### config.mk
export PLATFORM = sky130hd
export DESIGN_NAME = linear_to_tiled_region_address_top_flat
export DESIGN_NICKNAME = d
export VERILOG_FILES = /design/src/l2t_pkg.sv /design/src/l2t_in_if.sv /design/src/l2t_out_if.sv /design/src/l2t_cfg.sv /design/src/l2t_decode.sv /design/src/l2t_addr.sv /design/src/linear_to_tiled_region_address_top.sv /design/src/flat_wrapper.sv
export VERILOG_INCLUDE_DIRS = /design/src /design/src/src
export SDC_FILE = /design/constraint.sdc
export NUM_CORES = 1
export LEC_CHECK = 0
export ABC_AREA = 0
export BUFFER_PORTS_ARGS = -buffer_cell sky130_fd_sc_hd__buf_2
export CORE_MARGIN = 5
export CORE_UTILIZATION = 35
export CTS_CLUSTER_SIZE = 16
export DETAILED_ROUTE_END_ITERATION = 7
export GPL_TIMING_DRIVEN = 0
export SKIP_LAST_GASP = 1
export SLEW_MARGIN = 30
export SYNTH_ARGS = -nofsm -noshare
export SYNTH_HDL_FRONTEND = slang
export SYNTH_SLANG_ARGS = --single-unit
### constraint.sdc
create_clock -name i_clk -period 7.86 [get_ports i_clk]
set_input_delay 1.572 -clock i_clk [delete_from_list [all_inputs] [get_ports i_clk]]
set_output_delay 1.572 -clock i_clk [all_outputs]
set_load 0.01 [all_outputs]
### src/linear_to_tiled_region_address_top_assert.svh
// assertion macros for the linear to tiled region address block
// used by the top level only; needs i_clk and i_rst_n in scope
`ifndef LINEAR_TO_TILED_REGION_ADDRESS_TOP_ASSERT_SVH
`define LINEAR_TO_TILED_REGION_ADDRESS_TOP_ASSERT_SVH
`ifndef NO_ASSERTIONS
`define L2T_ASSERT(label, prop, msg) \
    label: assert property (@(posedge i_clk) disable iff (!i_rst_n) prop) else $error(msg);
`define L2T_ASSERT_RST(label, prop, msg) \
    label: assert property (@(posedge i_clk) prop) else $error(msg);
`else
`define L2T_ASSERT(label, prop, msg)
`define L2T_ASSERT_RST(label, prop, msg)
`endif
`endif

### src/l2t_pkg.sv
// shared constants, types and the sub-region lookup for the tiled address block
// no dependencies
package l2t_pkg;

    localparam int TILE_ROW_BYTES = 4;
    localparam int TILE_ROWS      = 8;
    localparam int TILE_BYTES     = TILE_ROW_BYTES * TILE_ROWS;
    localparam int REGION_COUNT   = 6;
    localparam int FRAME_TILES    = 100;
    localparam int FRAME_BYTES    = FRAME_TILES * TILE_BYTES;

    localparam int IDX_W     = 12;
    localparam int OFF_W     = 21;
    localparam int CFG_W     = 8;
    localparam int CFG_IDX_W = 3;

    localparam int BYTE_SH = $clog2(TILE_ROW_BYTES);
    localparam int ROW_SH  = $clog2(TILE_ROWS);
    localparam int TILE_SH = BYTE_SH + ROW_SH;
    localparam int TILE_W  = IDX_W - TILE_SH;

    localparam int COORD_W = 4;
    localparam int POS_W   = CFG_W + 1;
    localparam int SROW_W  = POS_W + ROW_SH;
    localparam int XB_W    = POS_W + BYTE_SH;
    localparam int LINE_W  = CFG_W + BYTE_SH;
    localparam int PROD_W  = SROW_W + LINE_W;

    typedef enum logic [CFG_IDX_W-1:0] {
        CFG_SHEET_W = 3'd0,
        CFG_SHEET_H = 3'd1,
        CFG_RECT_X  = 3'd2,
        CFG_RECT_Y  = 3'd3,
        CFG_RECT_W  = 3'd4,
        CFG_RECT_H  = 3'd5
    } t_cfg_idx;

    typedef struct packed {
        logic [CFG_W-1:0] sheet_w;
        logic [CFG_W-1:0] sheet_h;
        logic [CFG_W-1:0] rect_x;
        logic [CFG_W-1:0] rect_y;
        logic [CFG_W-1:0] rect_w;
        logic [CFG_W-1:0] rect_h;
    } t_cfg;

    // decoded word between the decode and address stages
    typedef struct packed {
        logic              ok;
        logic [SROW_W-1:0] srow;
        logic [XB_W-1:0]   xbyte;
    } t_dec;

    typedef struct packed {
        logic [COORD_W-1:0] x;
        logic [COORD_W-1:0] y;
        logic [COORD_W-1:0] w;
        logic [1:0]         wsh;
        logic [TILE_W-1:0]  base;
        logic [TILE_W-1:0]  count;
    } t_region;

    typedef struct packed {
        logic               found;
        logic [COORD_W-1:0] col;
        logic [COORD_W-1:0] row;
    } t_hit;

    // x, y, width, log2 width, first tile, tile count
    localparam t_region REGION_TABLE [REGION_COUNT] = '{
        '{4'h0, 4'h0, 4'h8, 2'd3, 7'd0,  7'd64},
        '{4'h8, 4'h0, 4'h2, 2'd1, 7'd64, 7'd8},
        '{4'h8, 4'h4, 4'h2, 2'd1, 7'd72, 7'd8},
        '{4'h0, 4'h8, 4'h4, 2'd2, 7'd80, 7'd8},
        '{4'h4, 4'h8, 4'h4, 2'd2, 7'd88, 7'd8},
        '{4'h8, 4'h8, 4'h2, 2'd1, 7'd96, 7'd4}
    };

    // rectangle tile coordinates of a frame tile
    function automatic t_hit region_lookup(input logic [TILE_W-1:0] tile);
        t_hit              hit;
        logic [TILE_W-1:0] k;
        logic [TILE_W-1:0] mask;
        logic [TILE_W:0]   top;
        hit = '0;
        for (int i = 0; i < REGION_COUNT; i++) begin
            k    = tile - REGION_TABLE[i].base;
            mask = TILE_W'(REGION_TABLE[i].w) - TILE_W'(1);
            top  = {1'b0, REGION_TABLE[i].base} + {1'b0, REGION_TABLE[i].count};
            if (!hit.found && tile >= REGION_TABLE[i].base && {1'b0, tile} < top) begin
                hit.found = 1'b1;
                hit.col   = REGION_TABLE[i].x + COORD_W'(k & mask);
                hit.row   = REGION_TABLE[i].y + COORD_W'(k >> REGION_TABLE[i].wsh);
            end
        end
        return hit;
    endfunction

endpackage

### src/l2t_in_if.sv
// input channel: one destination index word per handshake
// depends on l2t_pkg
interface l2t_in_if;
    import l2t_pkg::*;

    logic             valid;
    logic             ready;
    logic [IDX_W-1:0] dest_index;

    modport source (output valid, output dest_index, input ready);
    modport sink   (input valid, input dest_index, output ready);
endinterface

### src/l2t_out_if.sv
// result channel: source offset and range flag per handshake
// depends on l2t_pkg
interface l2t_out_if;
    import l2t_pkg::*;

    logic             valid;
    logic             ready;
    logic [OFF_W-1:0] source_offset;
    logic             in_range;

    modport source (output valid, output source_offset, output in_range, input ready);
    modport sink   (input valid, input source_offset, input in_range, output ready);
endinterface

### src/l2t_cfg.sv
// configuration register file written through the plain write port
// depends on l2t_pkg
module l2t_cfg (
    input  logic                          i_clk,
    input  logic                          i_rst_n,
    input  logic                          i_we,
    input  logic [l2t_pkg::CFG_IDX_W-1:0] i_idx,
    input  logic [l2t_pkg::CFG_W-1:0]     i_data,
    output l2t_pkg::t_cfg                 o_cfg
);
    import l2t_pkg::*;

    t_cfg r_cfg;
    t_cfg n_cfg;

    always_comb begin
        n_cfg = r_cfg;
        if (i_we) begin
            unique case (i_idx)
                CFG_SHEET_W: n_cfg.sheet_w = i_data;
                CFG_SHEET_H: n_cfg.sheet_h = i_data;
                CFG_RECT_X:  n_cfg.rect_x  = i_data;
                CFG_RECT_Y:  n_cfg.rect_y  = i_data;
                CFG_RECT_W:  n_cfg.rect_w  = i_data;
                CFG_RECT_H:  n_cfg.rect_h  = i_data;
                default:     n_cfg = r_cfg;
            endcase
        end
    end

    always_ff @(posedge i_clk) begin
        if (!i_rst_n) begin
            r_cfg.sheet_w <= CFG_W'(16);
            r_cfg.sheet_h <= CFG_W'(16);
            r_cfg.rect_x  <= '0;
            r_cfg.rect_y  <= '0;
            r_cfg.rect_w  <= CFG_W'(10);
            r_cfg.rect_h  <= CFG_W'(10);
        end else begin
            r_cfg <= n_cfg;
        end
    end

    assign o_cfg = r_cfg;
endmodule

### src/l2t_decode.sv
// frame index to sheet pixel row and byte column, with all range checks
// depends on l2t_pkg
module l2t_decode (
    input  logic [l2t_pkg::IDX_W-1:0] i_dest_index,
    input  l2t_pkg::t_cfg             i_cfg,
    output l2t_pkg::t_dec             o_dec
);
    import l2t_pkg::*;

    logic [TILE_W-1:0]  tile;
    logic [ROW_SH-1:0]  prow;
    logic [BYTE_SH-1:0] pbyte;
    t_hit               hit;
    logic               in_frame;
    logic [POS_W-1:0]   x_end;
    logic [POS_W-1:0]   y_end;
    logic               rect_fits;
    logic               tile_fits;
    logic [POS_W-1:0]   sheet_y;
    logic [POS_W-1:0]   sheet_x;

    assign tile  = i_dest_index[IDX_W-1:TILE_SH];
    assign prow  = i_dest_index[TILE_SH-1:BYTE_SH];
    assign pbyte = i_dest_index[BYTE_SH-1:0];
    assign hit   = region_lookup(tile);

    assign in_frame  = i_dest_index < IDX_W'(FRAME_BYTES);
    assign x_end     = {1'b0, i_cfg.rect_x} + {1'b0, i_cfg.rect_w};
    assign y_end     = {1'b0, i_cfg.rect_y} + {1'b0, i_cfg.rect_h};
    assign rect_fits = (x_end <= {1'b0, i_cfg.sheet_w}) && (y_end <= {1'b0, i_cfg.sheet_h});
    assign tile_fits = (CFG_W'(hit.col) < i_cfg.rect_w) && (CFG_W'(hit.row) < i_cfg.rect_h);

    assign sheet_y = {1'b0, i_cfg.rect_y} + POS_W'(hit.row);
    assign sheet_x = {1'b0, i_cfg.rect_x} + POS_W'(hit.col);

    assign o_dec.ok    = in_frame && hit.found && rect_fits && tile_fits;
    assign o_dec.srow  = {sheet_y, prow};
    assign o_dec.xbyte = {sheet_x, pbyte};
endmodule

### src/l2t_addr.sv
// sheet byte offset: pixel row times line pitch plus byte column
// depends on l2t_pkg
module l2t_addr (
    input  l2t_pkg::t_dec             i_dec,
    input  l2t_pkg::t_cfg             i_cfg,
    output logic [l2t_pkg::OFF_W-1:0] o_offset
);
    import l2t_pkg::*;

    logic [LINE_W-1:0] line_bytes;
    logic [PROD_W-1:0] prod;
    logic [PROD_W-1:0] sum;

    assign line_bytes = {i_cfg.sheet_w, {BYTE_SH{1'b0}}};
    assign prod       = PROD_W'(i_dec.srow) * PROD_W'(line_bytes);
    assign sum        = prod + PROD_W'(i_dec.xbyte);
    // offset wraps to the low bits of the exact sum
    assign o_offset   = i_dec.ok ? OFF_W'(sum) : '0;
endmodule

### src/linear_to_tiled_region_address_top.sv
// Linear to tiled region address generator. Each destination index word maps to one result
// word: the byte offset in a linear 4bpp sheet and an in-range flag (offset zero when out of
// range). One word is accepted every cycle while results are taken; its result passes the
// decode and result registers and is held until taken. Three register stages (input, decode,
// result) each move when empty or when the stage after them moves, so throughput is one word
// per cycle while results are taken; with the result stalled, up to two more words are taken
// before the input stalls. The 12 x 10 bit pitch multiply in the address stage is the longest
// path. Configuration writes take effect at once, so write them with nothing in flight.
// depends on l2t_pkg, l2t_in_if, l2t_out_if, l2t_cfg, l2t_decode, l2t_addr
`include "linear_to_tiled_region_address_top_assert.svh"
module linear_to_tiled_region_address_top (
    input  logic                          i_clk,
    input  logic                          i_rst_n,
    input  logic                          i_cfg_we,
    input  logic [l2t_pkg::CFG_IDX_W-1:0] i_cfg_idx,
    input  logic [l2t_pkg::CFG_W-1:0]     i_cfg_data,
    l2t_in_if.sink                        i_in,
    l2t_out_if.source                     o_out
);
    import l2t_pkg::*;

    t_cfg             cfg;
    t_dec             dec;
    logic [OFF_W-1:0] offset;

    logic             r_in_v;
    logic [IDX_W-1:0] r_in_idx;
    logic             r_mid_v;
    t_dec             r_mid;
    logic             r_out_v;
    logic [OFF_W-1:0] r_out_off;
    logic             r_out_rng;

    logic en_out;
    logic en_mid;
    logic en_in;

    l2t_cfg u_cfg (
        .i_clk   (i_clk),
        .i_rst_n (i_rst_n),
        .i_we    (i_cfg_we),
        .i_idx   (i_cfg_idx),
        .i_data  (i_cfg_data),
        .o_cfg   (cfg)
    );

    l2t_decode u_decode (
        .i_dest_index (r_in_idx),
        .i_cfg        (cfg),
        .o_dec        (dec)
    );

    l2t_addr u_addr (
        .i_dec    (r_mid),
        .i_cfg    (cfg),
        .o_offset (offset)
    );

    // a stage moves when it is empty or the one after it moves
    assign en_out = !r_out_v || o_out.ready;
    assign en_mid = !r_mid_v || en_out;
    assign en_in  = !r_in_v || en_mid;

    assign i_in.ready = en_in;

    always_ff @(posedge i_clk) begin
        if (!i_rst_n) begin
            r_in_v  <= 1'b0;
            r_mid_v <= 1'b0;
            r_out_v <= 1'b0;
        end else begin
            if (en_in) begin
                r_in_v <= i_in.valid;
            end
            if (en_mid) begin
                r_mid_v <= r_in_v;
            end
            if (en_out) begin
                r_out_v <= r_mid_v;
            end
        end
    end

    always_ff @(posedge i_clk) begin
        if (en_in) begin
            r_in_idx <= i_in.dest_index;
        end
        if (en_mid) begin
            r_mid <= dec;
        end
        if (en_out) begin
            r_out_off <= offset;
            r_out_rng <= r_mid.ok;
        end
    end

    assign o_out.valid         = r_out_v;
    assign o_out.source_offset = r_out_off;
    assign o_out.in_range      = r_out_rng;

    `L2T_ASSERT(a_zero_when_out, o_out.valid && !o_out.in_range |-> o_out.source_offset == '0, "out of range result carries a nonzero offset")
    `L2T_ASSERT(a_past_frame, r_in_v && en_mid && (r_in_idx >= IDX_W'(FRAME_BYTES)) |=> !r_mid.ok, "index past the frame decoded as in range")
    `L2T_ASSERT(a_full_stall, r_in_v && r_mid_v && r_out_v && !o_out.ready |-> !i_in.ready, "word taken while every stage is stalled")
    `L2T_ASSERT_RST(a_reset_empty, $past(!i_rst_n) |-> !o_out.valid && !r_mid_v && !r_in_v, "pipeline not empty after reset")
endmodule

### src/flat_wrapper.sv
// flat-port wrapper written by rule: the top's interface ports become plain ports
module linear_to_tiled_region_address_top_flat import l2t_pkg::*;
  (i_clk, i_rst_n, i_cfg_we, i_cfg_idx, i_cfg_data, i_in_valid, i_in_dest_index, i_in_ready, o_out_valid, o_out_source_offset, o_out_in_range, o_out_ready);
  l2t_in_if i_in_i ();
  l2t_out_if o_out_i ();
  input  logic i_clk;
  input  logic i_rst_n;
  input  logic i_cfg_we;
  input  logic [l2t_pkg::CFG_IDX_W-1:0] i_cfg_idx;
  input  logic [l2t_pkg::CFG_W-1:0] i_cfg_data;
  input wire logic [$bits(i_in_i.valid)-1:0] i_in_valid;
  input wire logic [$bits(i_in_i.dest_index)-1:0] i_in_dest_index;
  output wire logic [$bits(i_in_i.ready)-1:0] i_in_ready;
  output wire logic [$bits(o_out_i.valid)-1:0] o_out_valid;
  output wire logic [$bits(o_out_i.source_offset)-1:0] o_out_source_offset;
  output wire logic [$bits(o_out_i.in_range)-1:0] o_out_in_range;
  input wire logic [$bits(o_out_i.ready)-1:0] o_out_ready;
  assign i_in_i.valid = i_in_valid;
  assign i_in_i.dest_index = i_in_dest_index;
  assign i_in_ready = i_in_i.ready;
  assign o_out_valid = o_out_i.valid;
  assign o_out_source_offset = o_out_i.source_offset;
  assign o_out_in_range = o_out_i.in_range;
  assign o_out_i.ready = o_out_ready;
  linear_to_tiled_region_address_top u_core (.i_clk(i_clk), .i_rst_n(i_rst_n), .i_cfg_we(i_cfg_we), .i_cfg_idx(i_cfg_idx), .i_cfg_data(i_cfg_data), .i_in(i_in_i), .o_out(o_out_i));
endmodule
==> results of run 1 <==
## routing by layer
metal  track usage [%]  routed length (um)  part of all wire (%)  vias up
li1                  -                   -                     -     3544
met1              19.3                9980                    48     3250
met2              23.5                9750                    47      105
met3              2.12                 855                   4.1       13
met4              2.65                 206                  0.99        0
met5                 0                   0                     0        -
## report_power, final
part	internal (mW)	total [mW]	switching, mW	leakage, nW
clock network	0.254	0.482	0.227	0.149
logic	0.117	0.287	0.170	3.56
registers	0.638	0.661	0.0233	1.08
## cells by family after synthesis
kind of cell,count (synthesis)
muxes,3
AOI/OAI and AO/OA,204
xor gates and xnor gates,41
adders and majority gates,161
buffers and inverters,157
DFF,109
and+or+nand+nor,336
## synth_stat cells, drive strengths merged, types with 9 or more instances
master and number:
a211oi 9, a21boi 47, a21o 17, a21oi 42
and2 90, and3 11, clkbuf 26, dfxtp 51
edfxtp 58, fa 64, ha 97, inv 125
nand2 128, nand3 16, nand4 9, nor2 30
nor2b 16, nor3 14, o211ai 15, o21a 11
o21ai 20, o21bai 11, xnor2 32, xor2 9
## stage by stage
| stage | hold slack [ps] | std cells | util (%) | total power [mW] |
|---|---|---|---|---|
| after floorplan | 400 | 1011 | - | 0.872 |
| after global placement | 403 | 1403 | 37.9 | 0.960 |
| after detailed placement | 406 | 1403 | 37.9 | 0.965 |
| after CTS | 424 | 1419 | 39.1 | 1.45 |
| after global routing | 430 | 1419 | 39.1 | 1.51 |
| final | 423 | 1419 | 39.1 | 1.43 |
## cell type report
cell class              instances  share of cell area (%)
well taps                     341                    4.06
multi-input cells             745                    58.1
plain buffers                  32                    1.73
clock buffers                  10                    2.18
inverters                     125                    4.47
flip-flops and latches        109                    26.3
clock inverters                 6                   0.774
repair buffers                 51                    2.43
## cells in the final DEF (no fill, tap or decap), drive strengths merged, types with 3 or more instances in the layout
cell type and instances:
a2111oi 5, a211oi 9, a21boi 47, a21o 17
a21oi 42, a221oi 3, a31oi 5, and2 90
and3 11, buf 56, clkbuf 36, dfxtp 51
edfxtp 58, fa 64, ha 97, inv 127
nand2 128, nand3 16, nand4 9, nor2 30
nor2b 16, nor3 14, nor3b 3, nor4 3
o211ai 15, o21a 11, o21ai 20, o21bai 11
or3 5, xnor2 32, xor2 9
## registers in the layout (all words and copies together) (netlist names)
signal and cells:
u_core.o_out.valid 1, u_core.o_out.in_range 1, u_core.r_mid 24, u_core.r_mid_v 1, u_core.u_cfg.o_cfg 48, u_core.o_out.source_offset 21
u_core.r_in_idx 12, u_core.r_in_v 1
## final timing paths
path / endpoint / startpoint / slack, ps
min reg2reg: u_core.r_mid[13] / u_core.r_in_idx[4] / 420
min: u_core.r_mid[13] / u_core.r_in_idx[4] / 420
max reg2reg: u_core.o_out.source_offset[20] / u_core.u_cfg.o_cfg[47] / 1820
max: u_core.o_out.source_offset[20] / u_core.u_cfg.o_cfg[47] / 1820
==> metrics.txt, run 1 <==
status finished, final reports clean; drt first pass iters 4; die area 30600 sq um; Post-DRT Antenna Nets 0; Avg WL per Cell 14.7 um; placed instance area 10200 sq um; CP peak stage delay 680 ps; CTS Buf Count 9; synthesized area per cell 9.41 sq um; largest family of logic cells by synthesized area adder cells; number of global-route vias before repair 6782; multiplexer area fraction after synthesis 0.329%; post-synth top area share 18.3%; DIE HEIGHT 175 um; Post-synth EDFFs 58; top cells by area, synth edfxtp_1, fa_1, ha_1, dfxtp_1, and2_1; R2R cell count 18; Syn Nets 1200; Synth Flop Type edfxtp_1; initial cell density of the core 35.4%; #FFs+latches synth 109; Setup TNS 0 ps; Slew @ Worst Pin 726 ps; Hold Path Stages 0; area delta synth->final 10.5%; CP max-delay cell a2111oi_2; most used cell, CP fa_1; Synth Warn # 0; Power Density 136 nW/um^2; PortBufs 51; WP data arrival 6150 ps; fin crit share 76.9%; post-route worst setup slack 1820 ps; die width 175 um; Slew Limit Fails 0; clk sinks 109; Crit path depth 18; worst setup path class reg2reg; Simple-Gate Fraction of Synth Area 18.1%; Worst EP required 7970 ps; synthesized area 9510 sq um; crit path buf inv count 4; XOR/XNOR Fraction of Synth Area 3.78%; Congestion Overflow GR 0; hold-fix buffer count after cts 0; Antenna diodes 0; routability cong. 0.821; first-pass GRT wire length 34700 um; later-pin clock latency in the skew report 360 ps; Hold WC Path Type reg2reg; Final Cell Area 10500 sq um; DRC violations left 0; CTS clk-pin slew, worst paths 70 ps; Hold Fails Final Rpt 0; leading area contributor after synthesis edfxtp_1; Gates resized, CTS repair 0; dpl ws 1770 ps; final-stage net count 1262; setup bufs post-CTS 0; number of antenna violations at the first check in global routing 0; headroom to the max-slew limit 51.4%; post-layout min period 6040 ps; Max Cap Viol 0; Compound-Gate Fraction of Synth Area 15.7%; vias per cell 4.87; pin count of the biggest net entering global routing 25; multi-input combinational cell area 6100 sq um; Synth Instances 1011; leakage power 4.79 nW; fillcell total 2751; Post-Synth Adder-Cell Area 26.2%; total core area 26900 sq um; worst-path cell chain clkbuf_1 > nand2_1 > fa_1 > fa_1 > inv_1 > fa_1 > inv_1 > fa_1 > inv_1 > ha_1 > a21oi_2 > o211a_1 > xnor2_1 > ha_1 > nor2_1 > a2111oi_2 > nand4_1 > mux2i_1; clock root cell clkbuf_16; crit path max fanout 10; final WL 20800 um; DP Wirelength 16800 um; Fmax achieved 0.165 GHz; GRT Total Usage 14.0%; CTS tree yes; io pins 52; Seq/Total Area, Yosys 29.0%; Clock Tree Buf Depth 2; share of cells above drive strength 1 9.00%; htree depth 3; Detailed Route Iter0 Violations 319; total number of vias 6912; register area 2760 sq um; Final setup viols 0; Final Skew 7.78 ps; std cell rows 60; synth unique cells 75; crit start category register; Worst setup EP type register; async set-reset flop share out of synthesis 0%; RSZ-0062 raised after global routing no; family with the most delay on the worst path adder cells; IR drop worst, VDD 0.109 mV
Note: power is estimated with default switching activity, not from simulation.
==> inputs of run 2 (changes only) <==
==> constraint.sdc (replaced) <==
create_clock -name i_clk -period 5.9 [get_ports i_clk]
set_input_delay 1.18 -clock i_clk [delete_from_list [all_inputs] [get_ports i_clk]]
set_output_delay 1.18 -clock i_clk [all_outputs]
set_load 0.01 [all_outputs]
==> metrics.txt, run 2 (synthesized netlist as in run 1, its figures left out) <==
Antenna diodes 0 (unchanged); htree depth 3 (unchanged); Hold Fails Final Rpt 0 (unchanged); clk sinks 109 (unchanged); pin count of the biggest net entering global routing 25 (unchanged); CP startpoint u_core.u_cfg.o_cfg[47]; Slew Limit Fails 0 (unchanged); leading cell type in the layout, fill and taps excluded nand2_1; CTS tree yes; number of antenna violations at the first check in global routing 0 (unchanged); Worst setup EP type register; Avg WL per Cell 14.7 um (+0.38%); RSZ-0062 raised after global routing no; Hold WC Path Type reg2reg; Power Density 181 nW/um^2 (+33%); first-pass GRT wire length 34700 um (about the same); Clock Tree Buf Depth 2 (unchanged); routability cong. 0.821 (unchanged); Congestion Overflow GR 0 (unchanged); Post-DRT Antenna Nets 0 (unchanged); CTS clk-pin slew, worst paths 70 ps (about the same); placed instance area 10200 sq um (unchanged); dpl ws -192 ps (-1960 ps); initial cell density of the core 35.4% (unchanged); most frequent cells in the layout nand2_1, inv_1, ha_1, and2_1, fa_1; WP data arrival 5820 ps (-330 ps); post-route worst setup slack 281 ps (-1540 ps); Detailed Route Iter0 Violations 328 (+2.8%); share of cells above drive strength 1 9.65% (+0.65 points); total number of vias 6881 (-0.45%); GRT Total Usage 14.0% (about the same); post-layout min period 5620 ps (-424 ps); worst setup path class reg2reg; clock root cell clkbuf_16; area delta synth->final 10.7%; reg2reg start u_core.u_cfg.o_cfg[47]; die area 30600 sq um (unchanged); hold-fix buffer count after cts 0 (unchanged); die width 175 um (unchanged); hold path start u_core.r_in_idx[2]; crit path max fanout 10 (unchanged); leakage power 4.81 nW (+0.42%); total core area 26900 sq um (unchanged); PortBufs 51 (unchanged); Worst EP required 6100 ps (-1870 ps); overall power 1.91 mW (+34%); Final setup viols 0 (unchanged); std cell rows 60 (unchanged); status finished, final reports clean; Largest register FFs 48 (unchanged); Final Cell Area 10500 sq um (+0.26%); Slew @ Worst Pin 723 ps (-3.33 ps); fin crit share 95.2% (+18 points); vias per cell 4.85 (-0.45%); crit start category register; fillcell total 2750 (-0.036%); headroom to the max-slew limit 51.7% (+0.22 points); later-pin clock latency in the skew report 360 ps (about the same); drt first pass iters 6 (+2); DRC violations left 0 (unchanged); Setup TNS 0 ps (unchanged); CTS Buf Count 9 (unchanged); DP Wirelength 16800 um (unchanged); final-stage net count 1262 (unchanged); DIE HEIGHT 175 um (unchanged); final WL 20900 um (+0.38%); Max Cap Viol 0 (unchanged); number of global-route vias before repair 6782 (unchanged); Fmax achieved 0.178 GHz (+7.5%); Final Skew 8.29 ps (+0.504 ps); io pins 52 (unchanged); IR drop worst, VDD 0.145 mV (+33%)
==> run 2: cell counts in the layout (fill, tap and decap cells not counted) <==
No cell type changed its count.
==> run 2: critical path: stages, from the launching register on <==
cell      delay [ps]
dfxtp_1          440
clkbuf_2         260
nand2_1          110
fa_1             510
fa_1             550
inv_1             50
fa_1             530
inv_1             50
fa_1             530
inv_1             40
ha_1             380
a21oi_2          260
o211a_4          270
xnor2_1          130
ha_1             290
a21o_1           190
a41o_1           240
and2_0           240
and3_1           220
nor3_1           150
==> run 2: area by class of cell <==
type,instances,area (sq um),share of cell area (%)
inverters,125,469,4.45
plain buffers,32,189,1.79
multi-input cells,745,6120,58.1
flip-flops and latches,109,2760,26.2
well taps,341,427,4.05
repair buffers,51,255,2.42
clock inverters,6,81.3,0.772
clock buffers,10,229,2.17
==> run 2: metal layers <==
layer  routed length [um]  vias to the layer above  GRT usage (%)
met3                  809                       12           2.12
met5                    0                        -              0
li1                     -                     3541              -
met1                10100                     3223           19.3
met4                  207                        0           2.65
met2                 9770                      105           23.5
==> run 2: where the power goes <==
part,leakage [nW],switching (mW),total [mW],internal (mW)
Combinational,3.58,0.229,0.386,0.157
Clock,0.149,0.304,0.643,0.339
Sequential,1.08,0.0312,0.881,0.850
Total,4.81,0.564,1.91,1.35
==> run 2: what timing repair did <==
action,in CTS,in global routing
endpoints found under the hold margin,0,0
pin swaps,0,0
gates resized for setup,3,10
setup endpoints to repair,6,10
gates cloned,0,0
buffers inserted,0,0
==> run 2: through the flow <==
| step | util (%) | cells | hold slack (ps) |
|---|---|---|---|
| 3_5_place_dp | 37.9 | 1403 | 406 |
| 5_1_grt | 39.2 | 1419 | 430 |
| 6_report | 39.2 | 1419 | 422 |
| 4_1_cts | 39.1 | 1419 | 424 |
| 3_3_place_gp | 37.9 | 1403 | 403 |
| 2_1_floorplan | - | 1011 | 400 |
==> run 2: path summary, 6_finish.rpt <==
path | endpoint | slack [ps] | depth (start not counted)
setup / recovery | u_core.o_out.source_offset[17] | 280 | 19
hold reg to reg | u_core.r_mid[11] | 420 | 0
setup reg to reg | u_core.o_out.source_offset[17] | 280 | 19
hold / removal | u_core.r_mid[11] | 420 | 0
